===== config.mk =====
export PLATFORM = sky130hd
export DESIGN_NAME = stick_direction_arbiter_autorepeat_core
export DESIGN_NICKNAME = d
export VERILOG_FILES = /design/src/rtl/core/sdaa_pkg.sv /design/src/rtl/core/sdaa_lane.sv /design/src/rtl/core/sdaa_merge.sv /design/src/rtl/core/stick_direction_arbiter_autorepeat_core.sv
export SDC_FILE = /design/constraint.sdc
export NUM_CORES = 1
export LEC_CHECK = 0
export ABC_AREA = 1
export BUFFER_PORTS_ARGS = -buffer_cell sky130_fd_sc_hd__buf_2
export CORE_ASPECT_RATIO = 0.5
export CORE_MARGIN = 5
export CORE_UTILIZATION = 60
export DETAILED_ROUTE_END_ITERATION = 8
export HOLD_SLACK_MARGIN = 0.15
export PLACE_DENSITY = 0.89
export SLEW_MARGIN = 25
export SYNTH_ARGS = -nofsm -noshare
export SYNTH_HDL_FRONTEND = slang
export SYNTH_SLANG_ARGS = --single-unit

===== constraint.sdc =====
create_clock -name aclk -period 8.46 [get_ports aclk]
set_input_delay 0.423 -clock aclk [delete_from_list [all_inputs] [get_ports aclk]]
set_output_delay 0.423 -clock aclk [all_outputs]
set_load 0.1 [all_outputs]

===== src/rtl/core/sdaa_pkg.sv =====
// Shared constants, types and helpers for the stick direction arbiter core.
package sdaa_pkg;

    localparam int PORTS       = 4;
    localparam int SAMPLE_BITS = 8;
    localparam int PORT_W      = (PORTS > 1) ? $clog2(PORTS) : 1;

    localparam int STICK_W  = 32;
    localparam int MASK_W   = 4;
    localparam int TIME_W   = 32;
    localparam int DIR_W    = 3;
    localparam int AXES_W   = 2;
    localparam int ENGAGE_W = 8;
    localparam int REL_W    = 7;

    localparam int LANE_BITS   = PORTS * SAMPLE_BITS;
    localparam int STICK_PAD_W = (LANE_BITS > STICK_W) ? LANE_BITS : STICK_W;
    localparam int MASK_PAD_W  = (PORTS > MASK_W) ? PORTS : MASK_W;

    localparam int CFG_ADDR_W = 5;
    localparam int CFG_IDX_W  = 3;
    localparam int CFG_DATA_W = 32;

    localparam logic [CFG_IDX_W-1:0] REG_AXES    = 3'd0;
    localparam logic [CFG_IDX_W-1:0] REG_REPEAT  = 3'd1;
    localparam logic [CFG_IDX_W-1:0] REG_ENGAGE  = 3'd2;
    localparam logic [CFG_IDX_W-1:0] REG_RELEASE = 3'd3;
    localparam logic [CFG_IDX_W-1:0] REG_INITIAL = 3'd4;
    localparam logic [CFG_IDX_W-1:0] REG_PERIOD  = 3'd5;
    localparam logic [CFG_IDX_W-1:0] REG_MAXEL   = 3'd6;

    localparam logic [AXES_W-1:0]   AXES_RST    = 2'd3;
    localparam logic                REPEAT_RST  = 1'b0;
    localparam logic [ENGAGE_W-1:0] ENGAGE_RST  = 8'd64;
    localparam logic [REL_W-1:0]    RELEASE_RST = 7'd32;
    localparam logic [TIME_W-1:0]   INITIAL_RST = 32'd400000;
    localparam logic [TIME_W-1:0]   PERIOD_RST  = 32'd100000;
    localparam logic [TIME_W-1:0]   MAXEL_RST   = 32'd100000;

    localparam logic [DIR_W-1:0] DIR_NONE  = 3'd0;
    localparam logic [DIR_W-1:0] DIR_LEFT  = 3'd1;
    localparam logic [DIR_W-1:0] DIR_RIGHT = 3'd2;
    localparam logic [DIR_W-1:0] DIR_UP    = 3'd3;
    localparam logic [DIR_W-1:0] DIR_DOWN  = 3'd4;

    // What one lane finds about its port's sample.
    typedef struct packed {
        logic                   valid;
        logic                   neutral;   // valid and every allowed axis at rest
        logic [DIR_W-1:0]       cand;
        logic [SAMPLE_BITS-1:0] mag;       // larger of the allowed axis magnitudes
        logic                   weak_l;    // strength toward each direction <= release
        logic                   weak_r;
        logic                   weak_u;
        logic                   weak_d;
    } lane_t;

    function automatic logic opposite(input logic [DIR_W-1:0] a,
                                      input logic [DIR_W-1:0] b);
        return (a == DIR_LEFT  && b == DIR_RIGHT) || (a == DIR_RIGHT && b == DIR_LEFT) ||
               (a == DIR_UP    && b == DIR_DOWN)  || (a == DIR_DOWN  && b == DIR_UP);
    endfunction

    function automatic logic weak_of(input lane_t l, input logic [DIR_W-1:0] d);
        logic w;
        case (d)
            DIR_LEFT:  w = l.weak_l;
            DIR_RIGHT: w = l.weak_r;
            DIR_UP:    w = l.weak_u;
            DIR_DOWN:  w = l.weak_d;
            default:   w = 1'b1;
        endcase
        return w;
    endfunction

endpackage


===== src/rtl/core/sdaa_lane.sv =====
// Per-port lane: magnitudes, neutral test, candidate direction and release strengths.
module sdaa_lane (
    input  logic                                      valid,
    input  logic signed [sdaa_pkg::SAMPLE_BITS-1:0]   sample_x,
    input  logic signed [sdaa_pkg::SAMPLE_BITS-1:0]   sample_y,
    input  logic [sdaa_pkg::AXES_W-1:0]               allowed_axes,
    input  logic [sdaa_pkg::ENGAGE_W-1:0]             engage,
    input  logic [sdaa_pkg::REL_W-1:0]                release_thr,
    output sdaa_pkg::lane_t                           lane
);

    localparam int SB = sdaa_pkg::SAMPLE_BITS;

    logic [SB:0]   neg_x, neg_y;
    logic [SB-1:0] mag_x, mag_y, ax, ay, eng, rel;
    logic          x_neg, y_neg, x_pos, y_pos;
    logic          x_rest, y_rest;

    always_comb begin
        x_neg = sample_x[SB-1];
        y_neg = sample_y[SB-1];
        x_pos = !x_neg && (sample_x != '0);
        y_pos = !y_neg && (sample_y != '0);
        neg_x = -{sample_x[SB-1], sample_x};
        neg_y = -{sample_y[SB-1], sample_y};
        // full-scale negative magnitude still fits SB bits unsigned
        mag_x = x_neg ? neg_x[SB-1:0] : sample_x;
        mag_y = y_neg ? neg_y[SB-1:0] : sample_y;
        ax    = allowed_axes[0] ? mag_x : '0;
        ay    = allowed_axes[1] ? mag_y : '0;
        eng   = SB'(engage);
        rel   = SB'(release_thr);

        x_rest = !allowed_axes[0] || (mag_x <= rel);
        y_rest = !allowed_axes[1] || (mag_y <= rel);

        lane.valid   = valid;
        lane.neutral = valid && x_rest && y_rest;
        lane.mag     = (ax > ay) ? ax : ay;
        if (ax < eng && ay < eng) begin
            lane.cand = sdaa_pkg::DIR_NONE;
        end else if (ax >= ay) begin
            lane.cand = x_neg ? sdaa_pkg::DIR_LEFT : sdaa_pkg::DIR_RIGHT;
        end else begin
            lane.cand = y_neg ? sdaa_pkg::DIR_DOWN : sdaa_pkg::DIR_UP;
        end
        // strengths use the raw samples, not the axis mask
        lane.weak_l = !x_neg || (mag_x <= rel);
        lane.weak_r = !x_pos || (mag_x <= rel);
        lane.weak_u = !y_pos || (mag_y <= rel);
        lane.weak_d = !y_neg || (mag_y <= rel);
    end

endmodule


===== src/rtl/core/sdaa_merge.sv =====
// Merge stage: strongest armed engaged port, lowest index on a tie.
module sdaa_merge (
    input  sdaa_pkg::lane_t                          lanes [sdaa_pkg::PORTS],
    input  logic [sdaa_pkg::PORTS-1:0]               armed,
    input  logic [sdaa_pkg::ENGAGE_W-1:0]            engage,
    output logic                                     found,
    output logic [sdaa_pkg::PORT_W-1:0]              port
);

    logic [sdaa_pkg::SAMPLE_BITS-1:0] best;
    logic [sdaa_pkg::SAMPLE_BITS-1:0] eng;

    always_comb begin
        eng   = sdaa_pkg::SAMPLE_BITS'(engage);
        found = 1'b0;
        port  = '0;
        best  = '0;
        for (int i = 0; i < sdaa_pkg::PORTS; i++) begin
            if (lanes[i].valid && armed[i] && lanes[i].mag >= eng &&
                (!found || lanes[i].mag > best)) begin
                found = 1'b1;
                port  = sdaa_pkg::PORT_W'(i);
                best  = lanes[i].mag;
            end
        end
    end

endmodule


===== src/rtl/core/stick_direction_arbiter_autorepeat_core.sv =====
// Top level: lane stage, merge and ownership/repeat state, output queue, APB registers.
//
//  Channel | Ports                                                | Beat
//  --------+------------------------------------------------------+---------------------------
//  s_      | s_valid/s_ready, port_valid_mask, stick_x/y, elapsed | one frame of stick samples
//  m_      | m_valid/m_ready, m_direction                         | one menu direction
//  apb     | psel/penable/pwrite/paddr/pwdata/prdata/pready       | one register access
//
// One frame per cycle while the output queue has room: lanes run in parallel into a stage
// register, and the merge plus state update (one saturating 32-bit add and compare) acts on it as it leaves.
// m_valid rises once a beat's result has passed the stage register into the output queue.
// Reset is synchronous and takes effect at once; no clearing pass.
// A two-entry output queue absorbs m_ready stalls; s_ready drops only when it is full
// and stage one holds a frame.
module stick_direction_arbiter_autorepeat_core (
    input  logic                                aclk,
    input  logic                                aresetn,
    input  logic                                psel,
    input  logic                                penable,
    input  logic                                pwrite,
    input  logic [sdaa_pkg::CFG_ADDR_W-1:0]     paddr,
    input  logic [sdaa_pkg::CFG_DATA_W-1:0]     pwdata,
    output logic [sdaa_pkg::CFG_DATA_W-1:0]     prdata,
    output logic                                pready,
    input  logic                                s_valid,
    output logic                                s_ready,
    input  logic [sdaa_pkg::MASK_W-1:0]         s_port_valid_mask,
    input  logic [sdaa_pkg::STICK_W-1:0]        s_stick_x_packed,
    input  logic [sdaa_pkg::STICK_W-1:0]        s_stick_y_packed,
    input  logic [sdaa_pkg::TIME_W-1:0]         s_elapsed_us,
    input  logic                                s_inhibited,
    output logic                                m_valid,
    input  logic                                m_ready,
    output logic [sdaa_pkg::DIR_W-1:0]          m_direction
);

    localparam int SB = sdaa_pkg::SAMPLE_BITS;
    localparam int NP = sdaa_pkg::PORTS;
    localparam int TW = sdaa_pkg::TIME_W;

    // configuration
    logic [sdaa_pkg::AXES_W-1:0]   axes_reg, axes_next;
    logic                          rep_en_reg, rep_en_next;
    logic [sdaa_pkg::ENGAGE_W-1:0] engage_reg, engage_next;
    logic [sdaa_pkg::REL_W-1:0]    release_reg, release_next;
    logic [TW-1:0]                 initial_reg, initial_next;
    logic [TW-1:0]                 period_reg, period_next;
    logic [TW-1:0]                 maxel_reg, maxel_next;

    logic                          cfg_wr;
    logic [sdaa_pkg::CFG_IDX_W-1:0] cfg_idx;
    logic                          policy_change;

    // arbiter state
    logic                          owner_reg, owner_next;
    logic [sdaa_pkg::PORT_W-1:0]   owner_port_reg, owner_port_next;
    logic [sdaa_pkg::DIR_W-1:0]    held_dir_reg, held_dir_next;
    logic [TW-1:0]                 held_time_reg, held_time_next;
    logic                          started_reg, started_next;
    logic [NP-1:0]                 armed_reg, armed_next;

    // stage one
    logic [sdaa_pkg::STICK_PAD_W-1:0] x_pad, y_pad;
    logic [sdaa_pkg::MASK_PAD_W-1:0]  mask_pad;
    sdaa_pkg::lane_t               lane_c [NP];
    sdaa_pkg::lane_t               s1_lane_reg [NP];
    logic                          s1_valid_reg, s1_valid_next;
    logic [TW-1:0]                 s1_elapsed_reg;
    logic                          s1_inhib_reg;
    logic                          s_fire, s1_adv;

    // stage two
    logic                          found;
    logic [sdaa_pkg::PORT_W-1:0]   best_port;
    sdaa_pkg::lane_t               lane_op;
    sdaa_pkg::lane_t               lane_best;
    logic [NP-1:0]                 armed_pre, keep, neutral_v;
    logic [sdaa_pkg::DIR_W-1:0]    out_dir;
    logic [TW:0]                   sum;
    logic [TW-1:0]                 sat, deadline;
    logic [TW:0]                   diff;

    // output queue
    logic [1:0]                    q_count_reg, q_count_next;
    logic [sdaa_pkg::DIR_W-1:0]    q0_reg, q1_reg;
    logic                          q_space, pop;

    // ---------------- configuration port ----------------
    assign pready  = 1'b1;
    assign cfg_wr  = psel && penable && pwrite;
    assign cfg_idx = paddr[sdaa_pkg::CFG_ADDR_W-1:2];

    always_comb begin
        case (cfg_idx)
            sdaa_pkg::REG_AXES:    prdata = 32'(axes_reg);
            sdaa_pkg::REG_REPEAT:  prdata = 32'(rep_en_reg);
            sdaa_pkg::REG_ENGAGE:  prdata = 32'(engage_reg);
            sdaa_pkg::REG_RELEASE: prdata = 32'(release_reg);
            sdaa_pkg::REG_INITIAL: prdata = initial_reg;
            sdaa_pkg::REG_PERIOD:  prdata = period_reg;
            sdaa_pkg::REG_MAXEL:   prdata = maxel_reg;
            default:               prdata = '0;
        endcase
    end

    always_comb begin
        axes_next     = axes_reg;
        rep_en_next   = rep_en_reg;
        engage_next   = engage_reg;
        release_next  = release_reg;
        initial_next  = initial_reg;
        period_next   = period_reg;
        maxel_next    = maxel_reg;
        policy_change = 1'b0;
        if (cfg_wr) begin
            case (cfg_idx)
                sdaa_pkg::REG_AXES: begin
                    axes_next     = pwdata[sdaa_pkg::AXES_W-1:0];
                    policy_change = (pwdata[sdaa_pkg::AXES_W-1:0] != axes_reg);
                end
                sdaa_pkg::REG_REPEAT: begin
                    rep_en_next   = pwdata[0];
                    policy_change = (pwdata[0] != rep_en_reg);
                end
                sdaa_pkg::REG_ENGAGE:  engage_next  = pwdata[sdaa_pkg::ENGAGE_W-1:0];
                sdaa_pkg::REG_RELEASE: release_next = pwdata[sdaa_pkg::REL_W-1:0];
                sdaa_pkg::REG_INITIAL: initial_next = pwdata;
                sdaa_pkg::REG_PERIOD:  period_next  = pwdata;
                sdaa_pkg::REG_MAXEL:   maxel_next   = pwdata;
                default: ;
            endcase
        end
    end

    // ---------------- stage one: lanes ----------------
    // samples past the packed field read as zero
    assign x_pad    = sdaa_pkg::STICK_PAD_W'(s_stick_x_packed);
    assign y_pad    = sdaa_pkg::STICK_PAD_W'(s_stick_y_packed);
    assign mask_pad = sdaa_pkg::MASK_PAD_W'(s_port_valid_mask);

    for (genvar g = 0; g < NP; g++) begin : g_lane
        sdaa_lane u_lane (
            .valid        (mask_pad[g]),
            .sample_x     (x_pad[g*SB +: SB]),
            .sample_y     (y_pad[g*SB +: SB]),
            .allowed_axes (axes_reg),
            .engage       (engage_reg),
            .release_thr  (release_reg),
            .lane         (lane_c[g])
        );
    end

    assign q_space = (q_count_reg != 2'd2);
    assign s1_adv  = s1_valid_reg && q_space;
    assign s_ready = !s1_valid_reg || q_space;
    assign s_fire  = s_valid && s_ready;

    always_comb begin
        s1_valid_next = s1_valid_reg;
        if (s_fire) begin
            s1_valid_next = 1'b1;
        end else if (s1_adv) begin
            s1_valid_next = 1'b0;
        end
    end

    always_ff @(posedge aclk) begin
        if (s_fire) begin
            s1_lane_reg    <= lane_c;
            s1_elapsed_reg <= (s_elapsed_us > maxel_reg) ? maxel_reg : s_elapsed_us;
            s1_inhib_reg   <= s_inhibited;
        end
    end

    // ---------------- stage two: merge and state ----------------
    sdaa_merge u_merge (
        .lanes  (s1_lane_reg),
        .armed  (armed_pre),
        .engage (engage_reg),
        .found  (found),
        .port   (best_port)
    );

    assign lane_op   = s1_lane_reg[owner_port_reg];
    assign lane_best = s1_lane_reg[best_port];

    always_comb begin
        for (int i = 0; i < NP; i++) begin
            neutral_v[i] = s1_lane_reg[i].neutral;
            armed_pre[i] = !s1_lane_reg[i].valid ? 1'b0 :
                           (s1_lane_reg[i].neutral ? 1'b1 : armed_reg[i]);
            keep[i]      = (sdaa_pkg::PORT_W'(i) == owner_port_reg) || s1_lane_reg[i].neutral;
        end
        sum      = {1'b0, held_time_reg} + {1'b0, s1_elapsed_reg};
        sat      = sum[TW] ? {TW{1'b1}} : sum[TW-1:0];
        deadline = started_reg ? period_reg : initial_reg;
        diff     = {1'b0, sat} - {1'b0, deadline};
    end

    always_comb begin
        owner_next      = owner_reg;
        owner_port_next = owner_port_reg;
        held_dir_next   = held_dir_reg;
        held_time_next  = held_time_reg;
        started_next    = started_reg;
        armed_next      = armed_reg;
        out_dir         = sdaa_pkg::DIR_NONE;

        if (s1_adv && axes_reg != '0) begin
            if (s1_inhib_reg) begin
                owner_next      = 1'b0;
                owner_port_next = '0;
                held_dir_next   = sdaa_pkg::DIR_NONE;
                held_time_next  = '0;
                started_next    = 1'b0;
                armed_next      = neutral_v;
            end else if (!owner_reg) begin
                armed_next = armed_pre;
                if (found) begin
                    owner_next      = 1'b1;
                    owner_port_next = best_port;
                    held_dir_next   = lane_best.cand;
                    held_time_next  = '0;
                    started_next    = 1'b0;
                    out_dir         = lane_best.cand;
                end
            end else begin
                armed_next = armed_pre & keep;
                if (!lane_op.valid) begin
                    owner_next      = 1'b0;
                    owner_port_next = '0;
                    held_dir_next   = sdaa_pkg::DIR_NONE;
                    held_time_next  = '0;
                    started_next    = 1'b0;
                end else if (!rep_en_reg) begin
                    if (lane_op.neutral) begin
                        owner_next      = 1'b0;
                        owner_port_next = '0;
                        held_dir_next   = sdaa_pkg::DIR_NONE;
                        held_time_next  = '0;
                        started_next    = 1'b0;
                    end
                end else if (lane_op.cand != sdaa_pkg::DIR_NONE &&
                             sdaa_pkg::opposite(held_dir_reg, lane_op.cand)) begin
                    // reversal restarts the hold
                    held_dir_next  = lane_op.cand;
                    held_time_next = '0;
                    started_next   = 1'b0;
                    out_dir        = lane_op.cand;
                end else if (sdaa_pkg::weak_of(lane_op, held_dir_reg)) begin
                    owner_next      = 1'b0;
                    owner_port_next = '0;
                    held_dir_next   = sdaa_pkg::DIR_NONE;
                    held_time_next  = '0;
                    started_next    = 1'b0;
                    // released on the held axis but still pushed sideways
                    if (!lane_op.neutral) begin
                        armed_next[owner_port_reg] = 1'b0;
                    end
                end else if (diff[TW]) begin
                    held_time_next = sat;
                end else begin
                    held_time_next = diff[TW-1:0];
                    started_next   = 1'b1;
                    out_dir        = held_dir_reg;
                end
            end
        end

        if (policy_change) begin
            owner_next      = 1'b0;
            owner_port_next = '0;
            held_dir_next   = sdaa_pkg::DIR_NONE;
            held_time_next  = '0;
            started_next    = 1'b0;
            armed_next      = '0;
        end
    end

    // ---------------- output queue ----------------
    assign m_valid     = (q_count_reg != 2'd0);
    assign m_direction = q0_reg;
    assign pop         = m_valid && m_ready;

    always_comb begin
        q_count_next = q_count_reg;
        case ({s1_adv, pop})
            2'b10:   q_count_next = q_count_reg + 2'd1;
            2'b01:   q_count_next = q_count_reg - 2'd1;
            default: q_count_next = q_count_reg;
        endcase
    end

    always_ff @(posedge aclk) begin
        if (s1_adv && (q_count_reg == 2'd0 || (q_count_reg == 2'd1 && pop))) begin
            q0_reg <= out_dir;
        end else if (pop && q_count_reg == 2'd2) begin
            q0_reg <= q1_reg;
        end
        if (s1_adv && q_count_reg == 2'd1 && !pop) begin
            q1_reg <= out_dir;
        end
    end

    // ---------------- control registers ----------------
    always_ff @(posedge aclk) begin
        if (!aresetn) begin
            axes_reg       <= sdaa_pkg::AXES_RST;
            rep_en_reg     <= sdaa_pkg::REPEAT_RST;
            engage_reg     <= sdaa_pkg::ENGAGE_RST;
            release_reg    <= sdaa_pkg::RELEASE_RST;
            initial_reg    <= sdaa_pkg::INITIAL_RST;
            period_reg     <= sdaa_pkg::PERIOD_RST;
            maxel_reg      <= sdaa_pkg::MAXEL_RST;
            owner_reg      <= 1'b0;
            owner_port_reg <= '0;
            held_dir_reg   <= sdaa_pkg::DIR_NONE;
            held_time_reg  <= '0;
            started_reg    <= 1'b0;
            armed_reg      <= '0;
            s1_valid_reg   <= 1'b0;
            q_count_reg    <= 2'd0;
        end else begin
            axes_reg       <= axes_next;
            rep_en_reg     <= rep_en_next;
            engage_reg     <= engage_next;
            release_reg    <= release_next;
            initial_reg    <= initial_next;
            period_reg     <= period_next;
            maxel_reg      <= maxel_next;
            owner_reg      <= owner_next;
            owner_port_reg <= owner_port_next;
            held_dir_reg   <= held_dir_next;
            held_time_reg  <= held_time_next;
            started_reg    <= started_next;
            armed_reg      <= armed_next;
            s1_valid_reg   <= s1_valid_next;
            q_count_reg    <= q_count_next;
        end
    end

    // ---------------- assertions ----------------
    a_owner_has_dir: assert property (@(posedge aclk) disable iff (!aresetn)
        owner_reg |-> (held_dir_reg != sdaa_pkg::DIR_NONE))
        else $error("owner held without a direction");

    a_idle_clean: assert property (@(posedge aclk) disable iff (!aresetn)
        !owner_reg |-> (held_time_reg == '0 && !started_reg && owner_port_reg == '0))
        else $error("released owner left hold state behind");

    a_queue_bound: assert property (@(posedge aclk) disable iff (!aresetn)
        (q_count_reg == 2'd2) |-> !s1_adv)
        else $error("push into full output queue");

    a_beat_latency: assert property (@(posedge aclk) disable iff (!aresetn)
        (s_fire && q_space && !(q_count_reg == 2'd1 && !pop)) |=> s1_valid_reg)
        else $error("accepted beat did not reach stage one");

endmodule

==> metrics.yaml <==
status: "completed"
rrSetupSlack_ns: 1.62
synth_flop_cell: "dfxtp_1"
gr-max-usage-layer: "met2"
setup_ws_ns: 1.62
yosys_warnings: 0
cts_made_buffers: 25
drt-pass1-iter-count: 7
worstPathRequired_ns: 8.76
synth_compound_area_frac: 0.203
ioPinCount: 183
largest_register_ffs: 64
wl_per_cell_um: 18.1
power_density_nw_per_um2: 166
grt_max_degree: 103
grt.total_usage: 0.326
total_power_uw: 4270
critPathCapture: "q1_reg[1]$_DFFE_PP_"
gp_congestion: 1.01
critPathKind: "reg2reg"
synth_top_family_by_area: "simple AND/OR/NAND/NOR gates"
clock_latency_ns: 0.57
syn-num-nets: 3772
grtUsageMet2: 0.551
slowest_stage: "nand2_1"
maxCapViolations: 0
hp-class: "in2reg"
r2r_end: "q1_reg[1]$_DFFE_PP_"
synth_seq_cells: 267
drt_iter0_drc: 2379
avgViaCountPerCell: 5.94
final_cell_mix: "753 x nand2_1, 427 x inv_1, 326 x o21ai_0, 310 x a21oi_1, 308 x ha_1"
synthCells: 3317
async_flop_share: 0
setup_viol: 0
gr-total-overflow: 0
max_freq_ghz: 0.146
pre_cts_ws_ns: 1.76
vias: 23900
grt_pass1_wl_mm: 113
worstRegToRegCells: 41
cp.arrival_ns: 7.14
syn2layout_area_growth_pct: 10.8
ys_seq_area_frac: 0.277
cp-end-kind: "register"
final_common_cell: "nand2_1"
syn_area_per_cell_um2: 6.99
fill_cells: 3216
synthMuxAreaShare: 0.00129
die_y_um: 149
grt_pass1_vias: 22000
port_buffers: 179
synth_xor_area_frac: 0.0227
slew-limit-headroom: 0.283
synth-edff-count: 107
syn-cell-area_um2: 23200
tightest_slew_ns: 1.08
rsz0062_at_grt: "false"
fin_tns_setup_ns: 0
drive_gt1_frac: 0.0931
final_util: 0.680
crit_path_frequent_cell: "nand2_1"
ctsResizeCount: 0
ant_nets: 0
start_kind: "register"
start_util: 0.614
nets: 3936
drc: 0
multi_input_comb_area_um2: 14800
use_met1: 0.419
grt_use_met3: 0.0453
fin_skew_ns: 0.0394
final_max_slew_viol_count: 0
dp_hpwl_mm: 55.1
r2r-start: "engage_reg[6]$_SDFFE_PN1P_"
seqCellArea_um2: 6420
root_buffer: "clkbuf_16"
ir_worst_vdd_uv: 129
antenna_found_initial: 0
clockBufferDepth: 3
final_hold_viol_count: 0
h-tree-depth: 1
path_max_fanout: 18
cts_tree: "built"
cts_sinks: 267
core-area_um2: 37800
die_x_um: 288
dieArea_um2: 42900
yosysUniqueCellTypes: 57
synthAdderAreaFrac: 0.168
wl_mm: 72.9
cpPeakStageDelay_ns: 0.38
cp-startpoint: "engage_reg[6]$_SDFFE_PN1P_"
min_period_over_period: 0.809
rows: 50
fin_crit_ns: 6.84
power.leakage_uw: 0.0123
yosys.area_share.simple: 0.241
clk_pin_slew_ns: 0.07
==> logic make-up after synthesis <==
logic type | count (synthesis)
AOI/OAI and AO/OA | 823
buffers and inverters | 526
muxes | 3
and+or+nand+nor | 1327
DFF | 267
adders and majority gates | 310
xor gates and xnor gates | 60
other | 1
==> worst max-delay path: cells and delay by family, from the launching register on <==
family,cells,cell delay [ns]
AO/OA/AOI/OAI,6,1.14
adder cells (fa/ha/maj),4,1.25
buffers and inverters,4,0.73
flip-flops,1,0.32
AND/OR/NAND/NOR,27,3.08
==> synth_stat cells (17+ instances only) <==
library cell	n	share of area
inv_1	428	0.069
o221ai_1	23	0.0087
o21ai_0	326	0.070
dfxtp_1	160	0.14
ha_1	308	0.17
nor2_1	272	0.044
clkbuf_1	73	0.012
a21oi_1	311	0.067
nand4_1	67	0.018
o211ai_2	17	0.0092
a21o_1	21	0.0068
nand2_1	754	0.12
nand3_1	136	0.029
xor2_1	45	0.017
nor3_1	43	0.0093
o211ai_1	28	0.0091
or2_2	22	0.0059
edfxtp_1	107	0.14
==> routing by layer <==
| layer | vias up | wire length [um] |
|---|---|---|
| met4 | 0 | 3700 |
| li1 | 11600 | - |
| met2 | 1140 | 33500 |
| met5 | - | 0 |
| met1 | 10900 | 29600 |
| met3 | 257 | 6080 |
==> repair_timing <==
action	in CTS	in global routing
endpoints found under the setup margin	0	0
endpoints found under the hold margin	37	0
hold buffers	29	0
setup buffers	0	0
==> where the power goes <==
part / switching, uW / internal, uW
registers: 70.9 / 1450
clock network: 533 / 674
logic: 1040 / 500
total: 1650 / 2630
==> worst min-delay path by stage <==
stage	startpoint	depth (start not counted)	slack, ns	end
2_1_floorplan	armed_reg[0]$_SDFFE_PP0P_	2	0.45	armed_reg[0]$_SDFFE_PP0P_
3_3_place_gp	held_time_reg[21]$_SDFFE_PP0P_	2	0.46	held_time_reg[21]$_SDFFE_PP0P_
3_5_place_dp	period_reg[16]$_SDFFE_PN1P_	2	0.46	period_reg[16]$_SDFFE_PN1P_
4_1_cts	s_elapsed_us[26]	3	0.15	s1_elapsed_reg[26]$_DFFE_PP_
5_1_grt	s_elapsed_us[26]	3	0.18	s1_elapsed_reg[26]$_DFFE_PP_
6_report	s_elapsed_us[26]	3	0.16	s1_elapsed_reg[26]$_DFFE_PP_
==> final cells by class <==
class                           count  share of cell area
Clock inverter                      8             0.00287
Clock buffer                       38              0.0305
Sequential cell                   267               0.250
Tap cell                          520              0.0253
Timing Repair Buffer              227              0.0525
Inverter                          436              0.0637
Multi-Input combinational cell   2524               0.575
Antenna cell                        1           0.0000974
==> stage by stage <==
| stage | cell area, um^2 | hold slack, ns | std cells |
|---|---|---|---|
| 5_1_grt | 25700 | 0.180 | 4020 |
| 3_3_place_gp | 24500 | 0.457 | 3944 |
| 4_1_cts | 25600 | 0.153 | 4019 |
| 2_1_floorplan | 23200 | 0.446 | 3317 |
| 3_5_place_dp | 24500 | 0.462 | 3944 |
| 6_report | 25700 | 0.163 | 4021 |
No activity file was read; power rests on OpenSTA's default activity.
